===== src/crp_pkg.sv =====
`timescale 1ns / 1ps
// ----------------------------------------------------------------------------
// crp_pkg
// Shared widths, constants and types of the Catmull-Rom point evaluator.
// ----------------------------------------------------------------------------
package crp_pkg;

  localparam int COORD_W = 32;          // Q16.16 coordinate
  localparam int T_W     = 17;          // unsigned Q1.16 parameter, 65536 = 1.0
  localparam int H_W     = 19;          // signed Q.16 basis weight
  localparam int DIFF_W  = COORD_W + 1; // doubled point or point difference
  localparam int PROD_W  = DIFF_W + H_W;
  localparam int ACC_W   = PROD_W + 2;
  localparam int FRAC_SH = 17;          // Q.33 accumulator down to Q.16
  localparam int RND_W   = ACC_W - FRAC_SH;

  localparam logic [T_W-1:0] T_ONE = T_W'(65536);

  // Weight unit: stages from acceptance to registered weights.
  localparam int W_LAT   = 6;
  // Lane: multiply, pair add, final add and round, saturate.
  localparam int L_LAT   = W_LAT + 4;
  // Output register after the merge.
  localparam int OUT_LAT = L_LAT + 1;

  typedef struct packed {
    logic signed [H_W-1:0] h1;
    logic signed [H_W-1:0] h2;
    logic signed [H_W-1:0] h3;
    logic signed [H_W-1:0] h4;
  } weights_t;

  typedef struct packed {
    logic signed [DIFF_W-1:0] a2;   // 2*start
    logic signed [DIFF_W-1:0] b2;   // 2*end
    logic signed [DIFF_W-1:0] d0;   // end - prev
    logic signed [DIFF_W-1:0] d1;   // after - start
  } terms_t;

  typedef struct packed {
    logic signed [COORD_W-1:0] coord;
    logic                      clip;
  } lane_res_t;

endpackage


===== src/crp_weights.sv =====
`timescale 1ns / 1ps
// ----------------------------------------------------------------------------
// crp_weights
// Pipelined Hermite basis weights from t: square, cube, then four weights.
// ----------------------------------------------------------------------------
module crp_weights (
  input  logic                      clk_i,
  input  logic [crp_pkg::T_W-1:0]   param_t_i,
  output crp_pkg::weights_t         weights_o
);

  localparam int TW = crp_pkg::T_W;
  localparam int PW = 2 * TW;

  logic [TW-1:0] t_q, t1_q, t2d_q, t3d_q, t4d_q;
  logic [PW-1:0] sq_q, cu_q;
  logic [TW-1:0] sqr_q, sqr3_q, sqr4_q, cub_q;
  logic [PW-1:0] sq_rnd, cu_rnd;
  logic signed [crp_pkg::H_W:0] ts, t2s, t3s;
  logic signed [crp_pkg::H_W:0] h1w, h2w, h3w, h4w;
  crp_pkg::weights_t weights_q;

  assign sq_rnd = sq_q + PW'(32768);
  assign cu_rnd = cu_q + PW'(32768);

  assign ts  = $signed({2'b00, t4d_q});
  assign t2s = $signed({2'b00, sqr4_q});
  assign t3s = $signed({2'b00, cub_q});

  assign h1w = (t3s <<< 1) - (t2s + (t2s <<< 1)) + $signed((crp_pkg::H_W+1)'(65536));
  assign h2w = (t2s + (t2s <<< 1)) - (t3s <<< 1);
  assign h3w = t3s - (t2s <<< 1) + ts;
  assign h4w = t3s - t2s;

  always_ff @(posedge clk_i) begin
    // clamp t above one
    t_q       <= (param_t_i > crp_pkg::T_ONE) ? crp_pkg::T_ONE : param_t_i;
    sq_q      <= PW'(t_q) * PW'(t_q);
    t1_q      <= t_q;
    sqr_q     <= sq_rnd[TW+15:16];
    t2d_q     <= t1_q;
    cu_q      <= PW'(sqr_q) * PW'(t2d_q);
    sqr3_q    <= sqr_q;
    t3d_q     <= t2d_q;
    cub_q     <= cu_rnd[TW+15:16];
    sqr4_q    <= sqr3_q;
    t4d_q     <= t3d_q;
    weights_q <= '{h1: h1w[crp_pkg::H_W-1:0], h2: h2w[crp_pkg::H_W-1:0],
                   h3: h3w[crp_pkg::H_W-1:0], h4: h4w[crp_pkg::H_W-1:0]};
  end

  // sqr4_q, cub_q and t4d_q all line up one stage before weights_q
  assign weights_o = weights_q;

endmodule


===== config.mk =====
export PLATFORM = sky130hd
export DESIGN_NAME = crp_weights
export DESIGN_NICKNAME = d
export VERILOG_FILES = /design/src/crp_pkg.sv /design/src/crp_weights.sv
export SDC_FILE = /design/constraint.sdc
export NUM_CORES = 2
export LEC_CHECK = 0
export BUFFER_PORTS_ARGS = -buffer_cell sky130_fd_sc_hd__buf_2
export CAP_MARGIN = 20
export CORE_MARGIN = 2
export CORE_UTILIZATION = 59
export CTS_BUF_LIST = sky130_fd_sc_hd__clkbuf_2
export DETAILED_ROUTE_END_ITERATION = 6
export GPL_TIMING_DRIVEN = 0
export PLACE_DENSITY = 0.89
export SLEW_MARGIN = 20
export SYNTH_ARGS = -nofsm -noshare
export SYNTH_HDL_FRONTEND = slang
export SYNTH_SLANG_ARGS = --single-unit

===== constraint.sdc =====
create_clock -name clk_i -period 6.1 [get_ports clk_i]
set_clock_uncertainty 0.2 [all_clocks]
set_input_delay 0.305 -clock clk_i [delete_from_list [all_inputs] [get_ports clk_i]]
set_output_delay 0.305 -clock clk_i [all_outputs]
set_load 0.01 [all_outputs]

==> metrics.cfg <==
[run_status]
status = complete, but fails checks
violations = DRC, setup timing

[synth]
synth_commonest_cells = 664 x inv_1, 429 x fa_1, 314 x ha_1
ys_warn_count = 0
yosysMostFrequentCell = inv_1
syn-num-nets = 3593
synthCells = 2832
synth_cell_types = 64
yosys.area.top_type = fa_1
synth_flop_cell = dfxtp_1
synth_top_area_share_pct = 31.88
async_flop_share_pct = 0
synth_edf_count = 0
synth_seq_cells = 263
synth_area_mm2 = 0.02694
synth_seq_area_share_pct = 19.54
syn_avg_cell_area_um2 = 9.512
synth_area_leaders = fa_1 32%, dfxtp_1 20%, ha_1 15%, inv_1 9.3%, nand2_1 4.2%

[critical_path]
start_kind = flip-flop
path_common_cell = fa_1
path_class = reg2reg
cp_cell_sequence = clkbuf_4 > nand2_1 > fa_1 > inv_1 > fa_1 > inv_1 > fa_1 > inv_1 > fa_1 > fa_1 > fa_1 > ha_4 > and2_4 > a221oi_4 > a21oi_2 > o31a_4 > o211a_1 > o31a_1 > nor2_2 > xnor2_1
worst_path_largest_cell_delay_ns = 0.60
path_buf_inv = 4
cp.required_ns = 6.78
path_max_fanout = 10
worst_ep_arrival_time_ns = 7.16
cp_top_family = adder cells
cpMaxStageDelayCell = fa_1
cp-end-kind = flip-flop

[clock_tree]
clk_path_buf_depth = 3
clkLatencyLatePin_ns = 1.08
clock_tree.root_cell = clkbuf_2
cts_tree = yes
numCtsBuffers = 57
path_clk_slew_ns = 0.10
clock-sinks = 263
htreeDepth = 2

[sta]
hold_viol_final = 0
rsz0062_at_grt = true
max-slew-margin-rel_pct = 42.24
fin_crit_sh_pct = 106.2
finalSetupTns_ns = -4.680
fmax_mhz = 154.4
layout_min_cycle_time_ns = 6.479
report.final.slew_viol_count = 0
setup_ws_ns = -0.3787
worst_pin_slew_ns = 0.8551
setup-violations-final = 22

[global_routing]
grt_pass1_wl_um = 111200
grtUsageMet1_pct = 31.55
top_usage_layer = met2
grt_pass1_vias = 22900
grt_overflow = 0
grt_antenna_before_repair = 8
grt_use_total_pct = 30.09
grtUsageMet3_pct = 7.950
grt_use_met2_pct = 52.79
grt_start_max_net_pins = 17

[run]
drv_cap = 0

[floorplan]
row_count = 78
fp.dieH_um = 217.7
die_w_um = 217.7
ios = 94
coreArea_mm2 = 0.04519
die_area_mm2 = 0.04738
initial_core_util_pct = 59.62

[detailed_routing]
routed_wl_um = 72990
drc = 1
drtIter0Drc = 1949
vias = 20920
first_pass_iters = 7
ant_nets = 0
avgRoutedWirePerCell_um = 19.54
viasPerCell = 5.599

[place]
place_congestion = 0.9500
place_ws_ns = -1.312
port_buffers = 93
hpwl_um = 48490

[min_path]
hp-class = reg2reg

[layout]
area_growth_pct = 13.51
fin_nets = 3856
drive_above_1_share_pct = 14.41

-- final cells by class --
cell class	count	area, um2
tap	600	750.7
sequential	263	5406
clock inverter	18	132.6
inverter	664	2496
buffer	58	624.3
antenna	7	17.52
timing repair buffer	209	1490
fill	2962	14610
clock buffer	75	375.4
multi-input combinational	1842	19280
-- sequential cells by signal, summed over array words and instances (netlist names) --
register / flops
t2d_q: 17
sqr3_q: 17
t1_q: 16
sqr4_q: 17
cub_q: 17
t4d_q: 17
sqr_q: 17
t_q: 17
weights_o: 74
cu_q: 18
sq_q: 19
t3d_q: 17
-- worst paths after layout --
| path | start | endpoint | slack (ns) | cells past startpoint |
|---|---|---|---|---|
| worst max-delay path | t2d_q[8]$_DFF_P_ | cu_q[32]$_DFF_P_ | -0.38 | 20 |
| worst min-delay path | t3d_q[5]$_DFF_P_ | t4d_q[5]$_DFF_P_ | 0.02 | 0 |
| worst min register to register | t3d_q[5]$_DFF_P_ | t4d_q[5]$_DFF_P_ | 0.02 | 0 |
| worst max register to register | t2d_q[8]$_DFF_P_ | cu_q[32]$_DFF_P_ | -0.38 | 20 |
-- layer usage --
metal / vias up / wire [um]
met5: - / 32
met2: 1218 / 35870
li1: 9142 / -
met3: 483 / 7213
met1: 10070 / 24050
met4: 6 / 5830
-- cell families (layout without fill, tap and decap cells) --
| logic type | Yosys count | in the layout | synth area share, % |
|---|---|---|---|
| and+or+nand+nor | 698 | 698 | 12.48 |
| DFF | 263 | 263 | 19.54 |
| adders and majority gates | 743 | 743 | 46.47 |
| AOI/OAI and AO/OA | 244 | 244 | 6.233 |
| other | 0 | 7 | 0 |
| buffers and inverters | 727 | 1024 | 10.16 |
| xor gates and xnor gates | 156 | 156 | 5.072 |
| muxes | 1 | 1 | 0.04180 |
-- metrics by stage --
step           cell area, um2  util, %  hold WS (ns)  std cells
3_3_place_gp            28150    62.31        0.1101       3525
2_1_floorplan           26940        -        0.1096       2832
3_5_place_dp            28150    62.31        0.1121       3525
5_1_grt                 30570    67.66       0.06128       3734
4_1_cts                 30170    66.76       0.04985       3707
6_report                30580    67.67       0.01874       3736
-- timing repair --
action | CTS | global route
setup endpoints to repair | 35 | 24
hold endpoints to repair | 20 | 0
resized for setup | 233 | 86
pin swaps | 49 | 50
hold buffers | 51 | 0
buffers inserted | 43 | 22
-- cells in the final DEF, fill, tap and decap left out, drive strengths merged, types with 6 or more instances in the layout --
cell / n
a31oi: 7
a211o: 6
a21boi: 7
and3: 13
dfxtp: 263
a211oi: 10
nand3: 30
dlygate4sd3: 51
nor4: 6
diode: 7
nor3: 20
nor2b: 29
clkinv: 14
xor2: 41
buf: 167
nand2: 298
o21a: 17
o21bai: 18
clkbuf: 124
o31ai: 6
nor2: 86
ha: 314
nand2b: 11
xnor2: 115
inv: 664
or2: 10
o21ai: 33
and2: 175
a21o: 31
nand4: 10
fa: 429
a21oi: 74
Power is not shown: default switching activity piles up to over one toggle a cycle in this logic, so the estimate is an artifact.
